$ cat config.mk
export PLATFORM = sky130hd
export DESIGN_NAME = task_delay_scheduler
export DESIGN_NICKNAME = d
export VERILOG_FILES = /design/src/rtl/tds_pkg.sv /design/src/rtl/tds_delay_ram.sv /design/src/rtl/tds_sweep.sv /design/src/rtl/task_delay_scheduler.sv
export VERILOG_INCLUDE_DIRS = /design/src /design/src/rtl
export SDC_FILE = /design/constraint.sdc
export NUM_CORES = 1
export LEC_CHECK = 0
export BUFFER_PORTS_ARGS = -buffer_cell sky130_fd_sc_hd__buf_4
export CORE_MARGIN = 2
export CORE_UTILIZATION = 40
export DETAILED_ROUTE_END_ITERATION = 10
export PLACE_DENSITY_LB_ADDON = 0.2
export SYNTH_ARGS = -nofsm -noshare
export SYNTH_HDL_FRONTEND = slang
export SYNTH_HIERARCHICAL = 1
export SYNTH_SLANG_ARGS = --single-unit
$ cat constraint.sdc
create_clock -name i_clk -period 12.2 [get_ports i_clk]
set_input_delay 0 -clock i_clk [delete_from_list [all_inputs] [get_ports i_clk]]
set_output_delay 0 -clock i_clk [all_outputs]
set_load 0.1 [all_outputs]
$ cat src/rtl/task_delay_scheduler_assert.svh
// assertion macros used by the scheduler top module
// each macro expects i_clk and i_rst_n in scope
`ifndef TASK_DELAY_SCHEDULER_ASSERT_SVH
`define TASK_DELAY_SCHEDULER_ASSERT_SVH

// same-cycle implication
`define TDS_ASSERT_IMP(label, ante, cons, msg) \
    label: assert property (@(posedge i_clk) disable iff (!i_rst_n) (ante) |-> (cons)) \
        else $error(msg);

// next-cycle implication
`define TDS_ASSERT_NXT(label, ante, cons, msg) \
    label: assert property (@(posedge i_clk) disable iff (!i_rst_n) (ante) |=> (cons)) \
        else $error(msg);

`endif

$ cat src/rtl/tds_pkg.sv
package tds_pkg;

    // table geometry
    localparam int MAX_TASKS  = 8;
    localparam int DELAY_BITS = 32;
    localparam int ENT_W      = (MAX_TASKS > 1) ? $clog2(MAX_TASKS) : 1;
    localparam int CNT_W      = $clog2(MAX_TASKS + 1);
    // common width for index and count compares
    localparam int CMP_W      = 8;

    localparam logic [DELAY_BITS-1:0] NEVER_DELAY    = '1;
    localparam logic [3:0]            TASK_COUNT_RST = 4'd8;

    // command codes; query and unused codes change nothing
    localparam logic [2:0] MODE_SCHEDULE = 3'd0;
    localparam logic [2:0] MODE_ADVANCE  = 3'd1;
    localparam logic [2:0] MODE_DISPATCH = 3'd2;
    localparam logic [2:0] MODE_FINISH   = 3'd3;

    // command latched at accept, held for the whole sweep
    typedef struct packed {
        logic [2:0]            mode;
        logic [ENT_W-1:0]      idx;
        logic                  hit_ok;
        logic [DELAY_BITS-1:0] dv;
        logic [CNT_W-1:0]      n_use;
    } t_cmd;

    // sweep summary back to the control
    typedef struct packed {
        logic                  done;
        logic [MAX_TASKS-1:0]  due_mask;
        logic [DELAY_BITS-1:0] min_delay;
        logic                  run_pending;
    } t_sweep_sts;

endpackage

$ cat src/rtl/tds_delay_ram.sv
module tds_delay_ram #(
    parameter int WIDTH = 32,
    parameter int DEPTH = 8,
    parameter int AW    = (DEPTH > 1) ? $clog2(DEPTH) : 1
) (
    input  logic             i_clk,
    input  logic             i_we,
    input  logic [AW-1:0]    i_waddr,
    input  logic [WIDTH-1:0] i_wdata,
    input  logic             i_re,
    input  logic [AW-1:0]    i_raddr,
    output logic [WIDTH-1:0] o_rdata
);

    logic [WIDTH-1:0] r_mem [DEPTH];
    logic [WIDTH-1:0] r_rdata;

    // write port
    always_ff @(posedge i_clk) begin
        if (i_we) begin
            r_mem[i_waddr] <= i_wdata;
        end
    end

    // registered read port
    always_ff @(posedge i_clk) begin
        if (i_re) begin
            r_rdata <= r_mem[i_raddr];
        end
    end

    assign o_rdata = r_rdata;

endmodule

$ cat src/rtl/tds_sweep.sv
module tds_sweep (
    input  logic                i_clk,
    input  logic                i_rst_n,
    input  logic                i_start,
    input  tds_pkg::t_cmd       i_cmd,
    output tds_pkg::t_sweep_sts o_sts
);

    localparam int NT = tds_pkg::MAX_TASKS;
    localparam int EW = tds_pkg::ENT_W;
    localparam int DW = tds_pkg::DELAY_BITS;
    localparam int CW = tds_pkg::CMP_W;

    // read issue stage
    logic          r_rd_busy;
    logic [EW-1:0] r_rd_idx;
    // modify stage, ram data valid here
    logic          r_b_vld;
    logic          r_b_last;
    logic [EW-1:0] r_b_idx;
    // min stage
    logic          r_c_vld;
    logic          r_c_last;
    logic          r_c_use;
    logic [DW-1:0] r_c_val;
    // summary
    logic          r_done;
    logic [DW-1:0] r_min;
    logic [NT-1:0] r_due;
    // per-entry flags: ram contents valid, run-now
    logic [NT-1:0] r_vbit;
    logic [NT-1:0] r_run;

    logic [DW-1:0] w_rdata;
    logic [DW-1:0] w_cur;
    logic [DW-1:0] n_val;
    logic          n_run;
    logic          n_due;
    logic          w_use;
    logic          w_hit;
    logic [NT-1:0] w_use_mask;

    tds_delay_ram #(
        .WIDTH (DW),
        .DEPTH (NT)
    ) u_ram (
        .i_clk   (i_clk),
        .i_we    (r_b_vld),
        .i_waddr (r_b_idx),
        .i_wdata (n_val),
        .i_re    (r_rd_busy),
        .i_raddr (r_rd_idx),
        .o_rdata (w_rdata)
    );

    // read address walks every entry once; each entry is written in the cycle after
    // its read, so a sweep never reads an entry it has still to write
    always_ff @(posedge i_clk) begin
        if (!i_rst_n) begin
            r_rd_busy <= 1'b0;
            r_rd_idx  <= '0;
            r_b_vld   <= 1'b0;
            r_b_last  <= 1'b0;
        end else begin
            r_b_vld  <= r_rd_busy;
            r_b_last <= r_rd_busy && (r_rd_idx == EW'(NT - 1));
            if (i_start) begin
                r_rd_busy <= 1'b1;
                r_rd_idx  <= '0;
            end else if (r_rd_busy) begin
                if (r_rd_idx == EW'(NT - 1)) begin
                    r_rd_busy <= 1'b0;
                end else begin
                    r_rd_idx <= r_rd_idx + EW'(1);
                end
            end
        end
    end

    always_ff @(posedge i_clk) begin
        r_b_idx <= r_rd_idx;
    end

    // entry update
    assign w_cur = r_vbit[r_b_idx] ? w_rdata : tds_pkg::NEVER_DELAY;
    assign w_use = CW'(r_b_idx) < CW'(i_cmd.n_use);
    assign w_hit = i_cmd.hit_ok && (r_b_idx == i_cmd.idx);

    always_comb begin
        n_val = w_cur;
        n_run = r_run[r_b_idx];
        n_due = 1'b0;
        unique case (i_cmd.mode)
            tds_pkg::MODE_SCHEDULE: begin
                if (w_hit) begin
                    if (i_cmd.dv != '0) begin
                        n_val = i_cmd.dv;
                    end else begin
                        n_run = 1'b1;
                    end
                end
            end
            tds_pkg::MODE_ADVANCE: begin
                if (w_use && (w_cur != tds_pkg::NEVER_DELAY)) begin
                    n_val = (w_cur >= i_cmd.dv) ? (w_cur - i_cmd.dv) : '0;
                end
            end
            tds_pkg::MODE_DISPATCH: begin
                if (w_use) begin
                    n_due = (w_cur == '0) || r_run[r_b_idx];
                    n_run = 1'b0;
                end
            end
            tds_pkg::MODE_FINISH: begin
                if (w_hit) begin
                    n_val = i_cmd.dv;
                end
            end
            default: begin
            end
        endcase
    end

    // flags and due mask
    always_ff @(posedge i_clk) begin
        if (!i_rst_n) begin
            r_vbit <= '0;
            r_run  <= '0;
        end else if (r_b_vld) begin
            r_vbit[r_b_idx] <= 1'b1;
            r_run[r_b_idx]  <= n_run;
        end
    end

    always_ff @(posedge i_clk) begin
        if (i_start) begin
            r_due <= '0;
        end else if (r_b_vld) begin
            r_due[r_b_idx] <= n_due;
        end
    end

    // min stage
    always_ff @(posedge i_clk) begin
        if (!i_rst_n) begin
            r_c_vld  <= 1'b0;
            r_c_last <= 1'b0;
            r_done   <= 1'b0;
        end else begin
            r_c_vld  <= r_b_vld;
            r_c_last <= r_b_vld && r_b_last;
            r_done   <= r_c_vld && r_c_last;
        end
    end

    always_ff @(posedge i_clk) begin
        r_c_use <= w_use;
        r_c_val <= n_val;
        if (i_start) begin
            r_min <= tds_pkg::NEVER_DELAY;
        end else if (r_c_vld && r_c_use && (r_c_val < r_min)) begin
            r_min <= r_c_val;
        end
    end

    // entries in use
    always_comb begin
        for (int i = 0; i < NT; i++) begin
            w_use_mask[i] = CW'(i) < CW'(i_cmd.n_use);
        end
    end

    assign o_sts.done        = r_done;
    assign o_sts.due_mask    = r_due;
    assign o_sts.min_delay   = r_min;
    assign o_sts.run_pending = |(r_run & w_use_mask);

endmodule

$ cat src/rtl/task_delay_scheduler.sv
// flow: an accepted word is latched, swept over every entry through the read,
// modify and min stages, summarised, then emitted; each further dispatch word
// is registered once the result channel frees; one word in flight: the next
// word is taken the cycle after the last result is registered; the sweep walks
// the delay memory one entry per cycle (one read and one write port)
// reset: synchronous, active low; all timers read as never, flags cleared
`include "task_delay_scheduler_assert.svh"

module task_delay_scheduler (
    input  logic        i_clk,
    input  logic        i_rst_n,
    // input channel
    input  logic        i_valid,
    output logic        o_ready,
    input  logic [2:0]  i_mode,
    input  logic [2:0]  i_task_index,
    input  logic [31:0] i_delay_value,
    input  logic        i_from_irq,
    // result channel
    output logic        o_valid,
    input  logic        i_ready,
    output logic [2:0]  o_due_task,
    output logic        o_due_valid,
    output logic        o_last,
    output logic [31:0] o_min_delay,
    output logic        o_run_pending,
    output logic        o_wake,
    // task count register
    input  logic        i_cfg_we,
    input  logic [3:0]  i_cfg_wdata
);

    localparam int NT = tds_pkg::MAX_TASKS;
    localparam int EW = tds_pkg::ENT_W;
    localparam int NW = tds_pkg::CNT_W;
    localparam int DW = tds_pkg::DELAY_BITS;
    localparam int CW = tds_pkg::CMP_W;

    typedef enum logic [2:0] {
        S_IDLE  = 3'b001,
        S_SWEEP = 3'b010,
        S_EMIT  = 3'b100
    } t_state;

    t_state              r_state;
    t_state              n_state;
    logic [3:0]          r_task_count;
    logic                r_wake;
    tds_pkg::t_cmd       r_cmd;
    tds_pkg::t_sweep_sts w_sts;
    logic [NT-1:0]       r_due;
    logic [DW-1:0]       r_min;
    logic                r_pend;

    logic                r_out_valid;
    logic [2:0]          r_due_task;
    logic                r_due_valid;
    logic                r_last;
    logic [31:0]         r_min_delay;
    logic                r_run_pending;
    logic                r_out_wake;

    logic                w_in_acc;
    logic                w_out_free;
    logic [NW-1:0]       w_n_use;
    logic [DW-1:0]       w_dv;
    logic                w_hit_ok;
    logic [EW-1:0]       w_pick;
    logic [NT-1:0]       w_rest;
    logic                w_has;
    logic                w_emit_last;

    assign o_ready    = (r_state == S_IDLE);
    assign w_in_acc   = i_valid && o_ready;
    assign w_out_free = !r_out_valid || i_ready;

    // task count register; the count in use is clamped to the table size
    always_ff @(posedge i_clk) begin
        if (!i_rst_n) begin
            r_task_count <= tds_pkg::TASK_COUNT_RST;
        end else if (i_cfg_we) begin
            r_task_count <= i_cfg_wdata;
        end
    end

    assign w_n_use  = (CW'(r_task_count) > CW'(NT)) ? NW'(NT) : NW'(r_task_count);
    assign w_dv     = DW'(i_delay_value);
    assign w_hit_ok = CW'(i_task_index) < CW'(w_n_use);

    // latch the command word
    always_ff @(posedge i_clk) begin
        if (w_in_acc) begin
            r_cmd.mode   <= i_mode;
            r_cmd.idx    <= EW'(i_task_index);
            r_cmd.hit_ok <= w_hit_ok;
            r_cmd.dv     <= w_dv;
            r_cmd.n_use  <= w_n_use;
        end
    end

    // wake flag
    always_ff @(posedge i_clk) begin
        if (!i_rst_n) begin
            r_wake <= 1'b0;
        end else if (w_in_acc) begin
            unique case (i_mode)
                tds_pkg::MODE_SCHEDULE: begin
                    if (w_hit_ok && ((w_dv == '0) || i_from_irq)) begin
                        r_wake <= 1'b1;
                    end
                end
                tds_pkg::MODE_ADVANCE: begin
                    r_wake <= 1'b0;
                end
                default: begin
                end
            endcase
        end
    end

    tds_sweep u_sweep (
        .i_clk   (i_clk),
        .i_rst_n (i_rst_n),
        .i_start (w_in_acc),
        .i_cmd   (r_cmd),
        .o_sts   (w_sts)
    );

    // lowest due entry
    always_comb begin
        w_pick = '0;
        for (int i = NT - 1; i >= 0; i--) begin
            if (r_due[i]) begin
                w_pick = EW'(i);
            end
        end
    end

    assign w_rest      = r_due & ~(NT'(1) << w_pick);
    assign w_has       = (r_cmd.mode == tds_pkg::MODE_DISPATCH) && (r_due != '0);
    assign w_emit_last = !w_has || (w_rest == '0);

    // control sequence
    always_comb begin
        n_state = r_state;
        unique case (r_state)
            S_IDLE: begin
                if (w_in_acc) begin
                    n_state = S_SWEEP;
                end
            end
            S_SWEEP: begin
                if (w_sts.done) begin
                    n_state = S_EMIT;
                end
            end
            S_EMIT: begin
                if (w_out_free && w_emit_last) begin
                    n_state = S_IDLE;
                end
            end
            default: begin
                n_state = S_IDLE;
            end
        endcase
    end

    always_ff @(posedge i_clk) begin
        if (!i_rst_n) begin
            r_state <= S_IDLE;
        end else begin
            r_state <= n_state;
        end
    end

    // sweep summary
    always_ff @(posedge i_clk) begin
        if ((r_state == S_SWEEP) && w_sts.done) begin
            r_due  <= w_sts.due_mask;
            r_min  <= w_sts.min_delay;
            r_pend <= w_sts.run_pending;
        end else if ((r_state == S_EMIT) && w_out_free && w_has) begin
            r_due <= w_rest;
        end
    end

    // output register
    always_ff @(posedge i_clk) begin
        if (!i_rst_n) begin
            r_out_valid <= 1'b0;
        end else if ((r_state == S_EMIT) && w_out_free) begin
            r_out_valid <= 1'b1;
        end else if (i_ready) begin
            r_out_valid <= 1'b0;
        end
    end

    always_ff @(posedge i_clk) begin
        if ((r_state == S_EMIT) && w_out_free) begin
            r_due_task    <= w_has ? 3'(w_pick) : 3'd0;
            r_due_valid   <= w_has;
            r_last        <= w_emit_last;
            r_min_delay   <= 32'(r_min);
            r_run_pending <= r_pend;
            r_out_wake    <= r_wake;
        end
    end

    assign o_valid       = r_out_valid;
    assign o_due_task    = r_due_task;
    assign o_due_valid   = r_due_valid;
    assign o_last        = r_last;
    assign o_min_delay   = r_min_delay;
    assign o_run_pending = r_run_pending;
    assign o_wake        = r_out_wake;

    // checks
    `TDS_ASSERT_NXT(a_one_word, w_in_acc, !o_ready, "second word taken during a sweep")
    `TDS_ASSERT_IMP(a_done_in_sweep, w_sts.done, r_state == S_SWEEP, "sweep end outside sweep")
    `TDS_ASSERT_IMP(a_status_word, o_valid && !o_due_valid, o_last && (o_due_task == 3'd0), "status word malformed")
    `TDS_ASSERT_IMP(a_dispatch_clear, o_valid && o_due_valid, !o_run_pending, "run-now left after dispatch")

endmodule

Word-level counts from Yosys, hierarchy flattened
Memories as Yosys holds them, arrays and structs flattened. A register that Yosys moved wholly into a read port is not among the register bits.
Index checks and enable logic that the tools add are counted.

word-level totals
  bits in registers = 233
  RAM bits = 256
  input port bits = 48
  output and inout bits = 41
  word-level logic and storage cells = 152
  memories = 1

cells by class
  $add $sub $neg = 2
  magnitude comparators = 15
  equality and inequality tests = 14
  shift operators = 1
  muxes and demuxes = 45
  bitwise gates (word level) = 6
  reduce and logical (&&, ||, !) cells = 36

memory list
  memory               depth  bits a word  rd ports  clocked after Yosys merged registers in  write ports  RTL line             source
  u_sweep.u_ram.r_mem  8      32           1         1                                        1            tds_delay_ram.sv:15  logic [WIDTH-1:0] r_mem [DEPTH];

operators with widths
  operator                                           count
  2-to-1 mux 32 bit                                  6
  case mux 32 bit (3 select lines)                   1
  zero test 32 bit                                   2
  2-to-1 mux 3 bit                                   11
  greater-or-equal comparator 32 bit                 1
  < comparator 32 bit                                1
  inequality test 32 bit, second input constant      1
  nonzero test 32 bit                                1
  subtractor 32 bit                                  1
  bitwise AND 8 bit                                  2
  bitwise mux 8 bit                                  2
  < comparator 3 x 4 -> 1 bit, first input constant  4
  2-to-1 mux 1 bit                                   16
  2-to-1 mux 8 bit                                   2
  logical AND 1 bit                                  15
  == test 3 x 1 -> 1 bit, second input constant      3
  == test 3 x 2 -> 1 bit, second input constant      3
  case mux 3 bit (3 select lines)                    1
  zero test 8 bit                                    1
  < comparator 1 x 4 -> 1 bit, first input constant  2
  < comparator 2 x 4 -> 1 bit, first input constant  2
  < comparator 3 x 4 -> 1 bit                        2
  NOT 8 bit                                          1
  bitwise OR 8 bit                                   1
  other kinds (23)                                   37

Logic depth before layout (Yosys ltp)
Gate-level depths: netlist of the first run.

  word-level depth = 16
  mapped depth = 19
  mapped depth without buffers = 16

Hierarchy
The synthesis of the first run kept the hierarchy.

modules (own cells, without submodules)
  module                times used  cells each  area each (um^2)
  tds_delay_ram         1           415         10786.6
  tds_sweep             1           955         7368.3
  task_delay_scheduler  1           241         4548.1

Least setup slack after synthesis of the first run
No wires, ideal clock.

  path kind = register to register
  start = register r_state[2]
  end = register r_wake
  setup time = 95 ps
  arrival time = 5425 ps
  slack = 6680 ps
  stages on the path, launching flop included = 5
  period minus slack after synthesis = 5520 ps
  path through = dfxtp_1 nor4bb_1 nor3b_1 o221ai_1 a221oi_1

between the ends
  longest elaborated chain between the ends = 3

RTL lines
  element                        RTL line                     source
  start: declaration             task_delay_scheduler.sv:45   t_state r_state;
  start signal: assignment       task_delay_scheduler.sv:172  r_state <= n_state;
  == test 3 x 1 -> 1 bit         task_delay_scheduler.sv:73   assign o_ready = (r_state == S_IDLE);
  logical AND 1 bit              task_delay_scheduler.sv:74   assign w_in_acc = i_valid && o_ready;
  via w_in_acc                   task_delay_scheduler.sv:63   logic w_in_acc;
  AND reduction 3 bit (no line)  --
  end signal: assignment         task_delay_scheduler.sv:104  r_wake <= 1'b0;
  end signal: assignment         task_delay_scheduler.sv:109  r_wake <= 1'b1;
  end signal: assignment         task_delay_scheduler.sv:113  r_wake <= 1'b0;
  end: declaration               task_delay_scheduler.sv:48   logic r_wake;

The timed path passes the listed nets, and every way through them passes these cells.
A chain may end at the register's enable or synchronous reset.

Final worst setup path of the first run
  start = register u_sweep.r_b_idx[0]
  end = memory u_sweep.u_ram.r_mem[7][11], data pin

between the ends
  longest elaborated chain between the ends = 7

RTL lines
  element                                                        RTL line                            source
  start: declaration                                             tds_sweep.sv:20                     logic [EW-1:0] r_b_idx;
  start signal: assignment                                       tds_sweep.sv:81                     r_b_idx <= r_rd_idx;
  binary-select mux 1 bit (select 3 bit)                         tds_sweep.sv:85                     assign w_cur = r_vbit[r_b_idx] ? w_rdata : tds_pkg::NEVER_DELAY;
  2-to-1 mux 1 bit (not written as such)                         tds_sweep.sv:85
  2-to-1 mux 32 bit                                              tds_sweep.sv:85
  subtractor 32 bit, or another cell as far along                tds_sweep.sv:105                    n_val = (w_cur >= i_cmd.dv) ? (w_cur - i_cmd.dv) : '0;
  2-to-1 mux 32 bit / logical AND 1 bit (equally long branches)  tds_sweep.sv:105, tds_sweep.sv:104
  2-to-1 mux 32 bit                                              tds_sweep.sv:104                    if (w_use && (w_cur != tds_pkg::NEVER_DELAY)) begin
  case mux 32 bit (3 select lines) *                             tds_sweep.sv:93                     unique case (i_cmd.mode)
  via u_sweep.n_val[11]                                          tds_sweep.sv:36                     logic [DW-1:0] n_val;
  end: declaration                                               tds_delay_ram.sv:15

Mark *: on every way through the listed nets, which the timed path passes. The rest lies on a longest branch. The select of a mux whose other input is x is not followed.

==> reports/results.tsv, run 1 <==
metric	value	unit
outcome	finished, final reports clean	
syn_inst	1611	
reg2reg_from	u_sweep/r_b_idx[0]$_DFF_P_	
tns	0	ns
ys.flop_type	edfxtp_1	
synthesis.area	22700	sq um
setup_viol	0	
hold_buffers	57	
nets	1883	
yosysSeqAreaShare	0.641	
drc	0	
grt_overflow	0	
core-area	56300	sq um
synth-async-reset-ratio	0	
ys_warn_count	6	
yosys-top-cells-area	edfxtp_1 (54%), dfxtp_1 (9.7%), mux4_1 (4.6%)	
yosysTopAreaCell	edfxtp_1	
start_kind	flip-flop	
critPathCaptureType	flip-flop	
die-area	58700	sq um
critPathKind	reg2reg	
cts_tree	done	
diodes	0	
worst_ep_required_time	12.44	ns
ctsResizeCount	0	
grt_pass1_vias	13700	
synth-edff-count	411	
grt.total_usage	0.189	
whs	0.126	ns
clock_latency	0.62	ns
reg2reg_depth	13	
die_w	242	um
r2r_end	u_sweep/u_ram/r_mem[7][11]$_DFFE_PP_	
ant_nets	0	
crit_arrival	5.82	ns
portBuffers	88	
area_growth	17.2	%
clkTransAtPathRegs	0.06	ns
start_util	0.403	
wl_per_cell	21.7	um
die_y	242	um
endpoint	u_sweep/u_ram/r_mem[7][11]$_DFFE_PP_	
finalPower	0.00413	W
grt_first_pass_wirelength	84100	um
path_max_fanout	34	
fin_crit	5.57	ns
peakVddDrop	0.111	mV
ctsLongestPathBuffers	3	
io_pins	89	
cts_made_buffers	54	
fmax	179	MHz
clock_skew	0.0343	ns
maxSlewViolCount	0	
ys_types	80	
gp_congestion	0.898	
stdcell_count	2566	
leakage	9.34	nW
drive_gt1_frac	0.163	
netlist_top_cells_count	edfxtp_1 (411), nor2_1 (130), dfxtp_1 (110)	
grt_max_degree	68	
viasPerCell	5.46	
htreeDepth	2	
n_fill_cell	4963	
vias	14000	
dp_cells	2408	
antenna_found_initial	1	
num_rows	87	
p_per_area	155	nW/um^2
period_share	0.457	
synth_top_area_share	0.544	
postCtsSetupBuffers	0	
synth_nets	1729	
preCtsSetupSlack	6.65	ns
r2r_slack	6.63	ns
wirelength	55600	um
drtPass1Iterations	8	
synth_most_common_cell	edfxtp_1	
fin_ws	6.63	ns
slew_headroom	0.103	
dr.first_iter.drc_count	1331	
rsz0062_at_grt	no	
cts.sinks	521	
synth_area_per_cell	14.1	sq um
maxCapViolCount	0	
hold_viol_final	0	
root_buffer	clkbuf_16	
hold_path_class	in2reg	
startpoint	u_sweep/r_b_idx[0]$_DFF_P_	
hpwl	37200	um
ys_ff_latch	521	
worst_pin_slew	1.35	ns
routing by layer:
| layer | vias up | part of all wire | global-route usage |
|---|---|---|---|
| met5 | - | 0 | 0 |
| met4 | 0 | 0.023 | 0.0512 |
| met3 | 81 | 0.054 | 0.0275 |
| met2 | 408 | 0.46 | 0.298 |
| met1 | 7004 | 0.47 | 0.276 |
| li1 | 6525 | - | - |
where the power goes:
group | total, W | internal, W | switching, W
clock network | 0.00167 | 0.000988 | 0.000682
logic | 0.000405 | 0.000169 | 0.000236
registers | 0.00206 | 0.00199 | 0.0000633
sequential cells by signal, summed over array words and instances, names as in the netlist, 8 cells and up:
name and cells:
u_sweep/u_ram/o_rdata 32, r_min 32, u_sweep/r_c_val 32, u_sweep/r_vbit 8, u_sweep/r_run 8, r_due 8
u_sweep/r_due 8, r_cmd 43, o_min_delay 32, u_sweep/r_min 32, u_sweep/u_ram/r_mem 256
worst max-delay path, stage by stage, from the launching register on:
cell       delay [ns]
dfxtp_1          0.83
mux2i_1          0.15
o21ai_0          0.31
a211oi_4         0.06
buf_4            0.31
or2_2            0.35
ha_1             0.41
nand2_1          0.09
nor3_2           0.36
and4_1           0.29
o2111ai_1        0.13
nand2_1          0.46
nand3_2          0.40
o311ai_1         1.05
how the worst min path moves through the flow:
stage / depth (start not counted) / to / startpoint
finish: 2 / r_cmd[7]$_DFFE_PP_ / i_delay_value[3]
global route: 2 / r_cmd[14]$_DFFE_PP_ / i_delay_value[10]
CTS: 2 / r_cmd[40]$_DFFE_PP_ / i_mode[0]
detailed placement: 1 / r_cmd[41]$_DFFE_PP_ / i_mode[1]
global placement: 1 / r_cmd[42]$_DFFE_PP_ / i_mode[2]
floorplan: 1 / r_task_count[3]$_SDFFE_PN1P_ / i_rst_n
kinds of logic after synthesis:
family,Yosys count,synth area share
XOR/XNOR,28,0.0108
AO/OA/AOI/OAI,313,0.0953
flip-flops,521,0.641
buffers and inverters,171,0.0324
adder cells (fa/ha/maj),71,0.0393
multiplexers,119,0.0962
AND/OR/NAND/NOR,388,0.0853
cells in the final DEF, fill, tap and decap left out, types with 34 or more instances in the layout:
| cell | netlist | routed |
|---|---|---|
| mux4_1 | 40 | 40 |
| dlygate4sd3_1 | 0 | 57 |
| clkbuf_16 | 0 | 56 |
| nand2_1 | 75 | 75 |
| buf_4 | 1 | 106 |
| edfxtp_1 | 411 | 411 |
| o21ai_0 | 57 | 57 |
| ha_1 | 69 | 69 |
| nor2_1 | 130 | 124 |
| a211o_1 | 34 | 34 |
| a21oi_1 | 61 | 61 |
| inv_1 | 105 | 105 |
| dfxtp_1 | 110 | 108 |
per-stage QoR:
stage / util / area [sq um]
floorplan: - / 22700
global placement: 0.430 / 24200
detailed placement: 0.430 / 24200
CTS: 0.473 / 26600
global route: 0.473 / 26600
finish: 0.473 / 26600
cell type report:
type	instances	area (sq um)	share of cell area
clock buffers	82	1590	0.0597
clock inverters	19	244	0.00917
inverters	106	398	0.0149
multi-input cells	919	7530	0.283
flip-flops and latches	521	14500	0.547
well taps	756	946	0.0355
repair buffers	163	1370	0.0513
(Power assumes the default switching activity.)
==> inputs of run 2 (changes only) <==
==> constraint.sdc (replaced) <==
create_clock -name i_clk -period 5.05 [get_ports i_clk]
set_input_delay 0 -clock i_clk [delete_from_list [all_inputs] [get_ports i_clk]]
set_output_delay 0 -clock i_clk [all_outputs]
set_load 0.1 [all_outputs]
==> run 2 against run 1 <==
  * Final area up 0.87%
  * Combinational power rose to 2.5 times the previous value
  * Non-clock buffer count up 29
  * Total power up 140%
  * Die area unchanged
  * Worst setup slack worse by 6.3 ns
  * Core utilization up 0.41 points
  * Via count up 1.5%
  * First-iteration DRC count down 5.3%
  * Count of clock-buffer cells in the layout down 3
  * Largest power group unchanged
==> reports/results.tsv, run 2 (synthesis gave the netlist of run 1 again) <==
metric	value	unit	change
final_cell_mix	edfxtp_1 (411), buf_4 (135), nor2_1 (124), dfxtp_1 (106), inv_1 (105)		
fmax	212	MHz	+18%
rsz0062_at_grt	no		
clkTransAtPathRegs	0.06	ns	about the same
grt_pass1_vias	14100		+3.0%
worst_pin_slew	1.08	ns	-0.261 ns
portBuffers	88		unchanged
htreeDepth	2		unchanged
leakage	9.49	nW	+1.6%
grt.total_usage	0.194		+0.00438
crit_arrival	5.07	ns	-0.75 ns
final_common_cell	edfxtp_1		
maxSlewViolCount	0		unchanged
critPathCaptureType	flip-flop		
path_max_fanout	12		-65%
clock_latency	0.62	ns	about the same
period_share	0.934		+0.478
ctsLongestPathBuffers	3		unchanged
worst_ep_required_time	5.40	ns	-7.04 ns
outcome	finished, final reports clean		
cpLargestDelayFamily	compound AO/OA/AOI/OAI gates		
p_per_area	374	nW/um^2	+140%
core-area	56300	sq um	unchanged
crit_chain	or4b_1, o21ai_0, a211oi_4, nor2_1, ha_1, inv_1, fa_1, a21o_1, a221oi_2, o21bai_2, a31o_4, o2111ai_1, a21oi_1, buf_4, a2111oi_0, a21oi_1, buf_4		
cts_tree	done		
hold_viol_final	0		unchanged
tns	0	ns	unchanged
nets	1912		+1.5%
wirelength	57200	um	+2.8%
drive_gt1_frac	0.180		+0.0175
vias	14200		+1.5%
final_util	0.477		+0.00411
grt_first_pass_wirelength	86200	um	+2.5%
grt_max_degree	65		-4.4%
slew_headroom	0.277		+0.174
maxCapViolCount	0		unchanged
die_w	242	um	unchanged
largest_reg_flops	256		unchanged
crit_buf_inv	3		+2
drtPass1Iterations	5		-3
clock_skew	0.0282	ns	-0.00608 ns
critPathKind	reg2reg		
die_y	242	um	unchanged
fin_crit	4.72	ns	-0.855 ns
peakVddDrop	0.292	mV	+160%
fin_ws	0.331	ns	-6.30 ns
num_rows	87		unchanged
area_growth	18.3	%	
preCtsSetupSlack	0.142	ns	-6.51 ns
setup_viol	0		unchanged
ant_nets	0		unchanged
cts_made_buffers	54		unchanged
diodes	0		unchanged
root_buffer	clkbuf_16		
gp_congestion	0.906		+0.87%
viasPerCell	5.48		+0.36%
die-area	58700	sq um	unchanged
finalPower	0.0101	W	+140%
largest_registers	u_sweep/u_ram/r_mem x256, r_cmd x43		
grt_overflow	0		unchanged
start_util	0.403		unchanged
dr.first_iter.drc_count	1260		-5.3%
hold_path_class	in2reg		
wl_per_cell	22.0	um	+1.6%
antenna_found_initial	0		-1
drc	0		unchanged
slowest_delay	0.50	ns	-0.55 ns
postCtsSetupBuffers	0		unchanged
cts.sinks	521		unchanged
slowest_stage	or4b_1		
top_register	u_sweep/u_ram/r_mem		
io_pins	89		unchanged
hpwl	37700	um	+1.3%
start_kind	flip-flop		
==> run 2: cell count changes in the layout (fill, tap and decap cells not counted), sizes merged <==
cell / before / now
buf: 106 / 135
inv: 108 / 109
bufinv: 4 / 5
clkinv: 11 / 15
clkbuf: 82 / 79
clkinvlp: 2 / 0
==> run 2: routing by layer <==
metal  vias up  GRT usage  wire, um
met1      7114      0.284     27200
met3       100     0.0357      3520
met2       440      0.295     25000
met4         0     0.0545      1400
li1       6579          -         -
met5         -          0         0
==> run 2: repair_timing <==
action                                  in CTS  in global routing
gates resized for setup                      0                  9
endpoints found under the hold margin       72                  0
hold buffers                                57                  0
endpoints found under the setup margin       0                113
==> run 2: worst register-to-register path: cells and delay by family, from the launching register on <==
family                     cells  cell delay (ns)
AOI/OAI and AO/OA             10             2.24
and+or+nand+nor                2             0.74
adders and majority gates      2             0.65
buffers and inverters          3             0.45
DFF                            1             0.38
==> run 2: final timing paths <==
| path | startpoint | cells after the start | endpoint | slack, ns |
|---|---|---|---|---|
| max | u_sweep/r_b_idx[2]$_DFF_P_ | 17 | u_sweep/u_ram/r_mem[7][21]$_DFFE_PP_ | 0.33 |
| max reg2reg | u_sweep/r_b_idx[2]$_DFF_P_ | 17 | u_sweep/u_ram/r_mem[7][21]$_DFFE_PP_ | 0.33 |
| min | i_delay_value[14] | 2 | r_cmd[18]$_DFFE_PP_ | 0.11 |
| min reg2reg | r_min[25]$_DFFE_PP_ | 0 | o_min_delay[25]$_DFFE_PP_ | 0.42 |
==> run 2: cell type report <==
cell class | count | area (sq um)
clock buffer | 79 | 1550
multi-input combinational | 919 | 7560
clock inverter | 23 | 262
sequential | 521 | 14600
fill | 4908 | 29400
tap | 756 | 946
timing repair buffer | 192 | 1580
inverter | 106 | 398
==> run 2: per-stage QoR <==
stage	hold WS [ns]	cells	cell area, sq um
6_report	0.107	2596	26800
5_1_grt	0.0972	2596	26800
4_1_cts	0.0771	2596	26800
3_5_place_dp	0.189	2437	24400
3_3_place_gp	0.188	2437	24400
2_1_floorplan	0.0619	1611	22700
==> run 2: power by group <==
part | leakage, nW | internal, W | total [W] | switching, W
Sequential | 4.57 | 0.00482 | 0.00497 | 0.000156
Clock | 0.892 | 0.00239 | 0.00406 | 0.00167
Combinational | 4.03 | 0.000437 | 0.00102 | 0.000584
Total | 9.49 | 0.00764 | 0.0101 | 0.00241
==> inputs of run 3 (changes only) <==
--- a/config.mk
+++ b/config.mk
@@ -7,6 +7,7 @@
 export NUM_CORES = 1
 export LEC_CHECK = 0
 export BUFFER_PORTS_ARGS = -buffer_cell sky130_fd_sc_hd__buf_4
+export CORE_ASPECT_RATIO = 1.4
 export CORE_MARGIN = 2
 export CORE_UTILIZATION = 40
 export DETAILED_ROUTE_END_ITERATION = 10
==> run 3 against run 2 <==
  * Wire length decreased by 0.30%
  * Hold slack improved by 0.031 ns
  * Count of clock-buffer cells in the layout decreased by 14
  * Global-route usage increased by 0.17 points
  * Worst setup slack got worse by 0.060 ns
  * Via count decreased by 0.52%
  * Clock power decreased by 7.9%
  * Die area about the same
  * Largest power group unchanged
==> reports/results.tsv, run 3 (synthesis gave the netlist of run 1 again) <==
metric	value	unit	change
nets	1908		-0.21%
die-area	58700	sq um	about the same
p_int	0.00738	W	-3.4%
setup_viol	0		unchanged
io_pins	89		unchanged
largest_registers	u_sweep/u_ram/r_mem x256, r_cmd x43		
min-delay-start	i_delay_value[22]		
drc	0		unchanged
top_register	u_sweep/u_ram/r_mem		
clock_latency	0.60	ns	-0.02 ns
wl_per_cell	22.2	um	+0.90%
ctsLongestPathBuffers	3		unchanged
drive_gt1_frac	0.183		+0.00263
r2r_end	u_sweep/u_ram/r_mem[6][13]$_DFFE_PP_		
netSwitchingFraction	0.241		+0.00103
drtPass1Iterations	5		unchanged
p_per_area	364	nW/um^2	-2.8%
p_comb_frac	0.105		+0.003
maxCapViolCount	0		unchanged
area_growth	17.6	%	
htreeDepth	2		unchanged
start_util	0.403		about the same
r2r_slack	0.27	ns	-0.06 ns
worst_pin_slew	1.06	ns	-0.0256 ns
final_util	0.474		-0.00285
grt_pass1_vias	14200		+0.71%
fin_area	26700	sq um	-0.53%
cts.sinks	521		unchanged
finalPower	0.00972	W	-3.3%
gp_congestion	0.916		+1.1%
final_cell_mix	edfxtp_1 (411), buf_4 (136), nor2_1 (124), dfxtp_1 (108), inv_1 (105)		
die_y	286	um	+18%
crit_buf_inv	3		unchanged
ant_nets	0		unchanged
outcome	finished, final reports clean		
worst_ep_required_time	5.31	ns	-0.09 ns
leakage	9.39	nW	-1.0%
seqPwrFrac	0.510		+0.015
cts_tree	done		
cts_made_buffers	50		-7.4%
crit_arrival	5.04	ns	-0.03 ns
whs	0.138	ns	+0.0306 ns
root_buffer	clkbuf_16		
p_switching	0.00234	W	-2.8%
num_rows	103		+18%
reg2reg_from	u_sweep/r_b_idx[2]$_DFF_P_		
slew_headroom	0.286		+0.00958
grt.total_usage	0.196		+0.00172
postPlaceCellArea	24400	sq um	about the same
vias	14200		-0.52%
core-area	56300	sq um	about the same
period_share	0.946		+0.0118
rsz0062_at_grt	yes		
clock_skew	0.0182	ns	-0.0100 ns
clkTransAtPathRegs	0.06	ns	about the same
reg2reg_depth	16		-1
multi_input_area	7620	sq um	+0.81%
postCtsSetupBuffers	0		unchanged
critPathCaptureType	flip-flop		
antenna_found_initial	0		unchanged
seq_area	14500	sq um	about the same
wirelength	57000	um	-0.30%
peakVddDrop	0.267	mV	-8.8%
fin_crit	4.78	ns	+0.0595 ns
critPathKind	reg2reg		
dp_cells	2417		-0.82%
die_w	205	um	-15%
pwr-share-clk	0.384		-0.020
grt_first_pass_wirelength	85900	um	-0.36%
largest_reg_flops	256		unchanged
start_kind	flip-flop		
portBuffers	88		unchanged
fmax	209	MHz	-1.2%
viasPerCell	5.52		+0.68%
cpLargestDelayFamily	compound AO/OA/AOI/OAI gates		
crit_chain	or4b_1, o21ai_1, a211oi_4, buf_4, nor2_1, inv_1, ha_1, a21o_1, a221oi_2, o21bai_2, a31o_4, buf_4, o2111ai_1, nand2_1, and3_1, a221o_1		
dr.first_iter.drc_count	808		-36%
hpwl	38700	um	+2.7%
grt_overflow	0		unchanged
maxSlewViolCount	0		unchanged
min_to	r_cmd[26]$_DFFE_PP_		
holdPathStages	2		unchanged
path_max_fanout	14		+2
final_common_cell	edfxtp_1		
stdcell_count	2565		-1.2%
diodes	0		unchanged
slowest_stage	or4b_1		
grt_max_degree	55		-15%
worst_path_most_repeated_cell	buf_4		
slowest_delay	0.52	ns	+0.02 ns
hold_path_class	in2reg		
n_fill_cell	4861		-0.96%
hold_viol_final	0		unchanged
-- run 3: layer usage --
metal / wire [um] / up-vias / track usage / part of all wire
met1: 23600 / 7106 / 0.245 / 0.41
met3: 2530 / 90 / 0.0255 / 0.044
met5: 0 / - / 0 / 0
met4: 1600 / 0 / 0.0617 / 0.028
met2: 29300 / 400 / 0.349 / 0.51
li1: - / 6563 / - / -
-- run 3: area by class of cell --
cell class / count / share of cell area
flip-flops and latches: 521 / 0.545
multi-input cells: 919 / 0.285
clock buffers: 65 / 0.0513
repair buffers: 192 / 0.0592
clock inverters: 27 / 0.0101
well taps: 735 / 0.0344
inverters: 106 / 0.0149
-- run 3: power by group through the flow --
stage | clock, W | sequential [W] | combinational [W]
after floorplan | 0 | 0.00497 | 0.000692
after global placement | 0 | 0.00506 | 0.000955
after detailed placement | 0 | 0.00506 | 0.000969
after CTS | 0.00384 | 0.00496 | 0.00101
after global routing | 0.00399 | 0.00498 | 0.00113
final | 0.00374 | 0.00496 | 0.00102
-- run 3: how the worst max path moves through the flow --
stage | from | to | slack [ns] | cells after the start
floorplan | u_sweep/r_b_idx[1]$_DFF_P_ | u_sweep/u_ram/r_mem[0][26]$_DFFE_PP_ | 0.63 | 17
global placement | u_sweep/r_b_idx[2]$_DFF_P_ | u_sweep/u_ram/r_mem[4][0]$_DFFE_PP_ | 0.26 | 17
detailed placement | u_sweep/r_b_idx[2]$_DFF_P_ | u_sweep/u_ram/r_mem[0][10]$_DFFE_PP_ | 0.13 | 18
CTS | u_sweep/r_b_idx[2]$_DFF_P_ | u_sweep/u_ram/r_mem[5][10]$_DFFE_PP_ | 0.13 | 17
global route | u_sweep/r_b_idx[2]$_DFF_P_ | u_sweep/u_ram/r_mem[1][21]$_DFFE_PP_ | -0.02 | 17
finish | u_sweep/r_b_idx[2]$_DFF_P_ | u_sweep/u_ram/r_mem[6][13]$_DFFE_PP_ | 0.27 | 16
-- run 3: per-stage QoR --
step                      TNS [ns]  setup WS (ns)
final                            0          0.272
after detailed placement         0          0.133
after floorplan                  0          0.628
after global placement           0          0.256
after global routing        -0.235        -0.0226
after CTS                        0          0.130
-- run 3: what timing repair did --
item,in CTS,in global routing
hold endpoints to repair,72,0
hold buffers,56,0
gates resized for setup,0,19
endpoints found under the setup margin,0,187
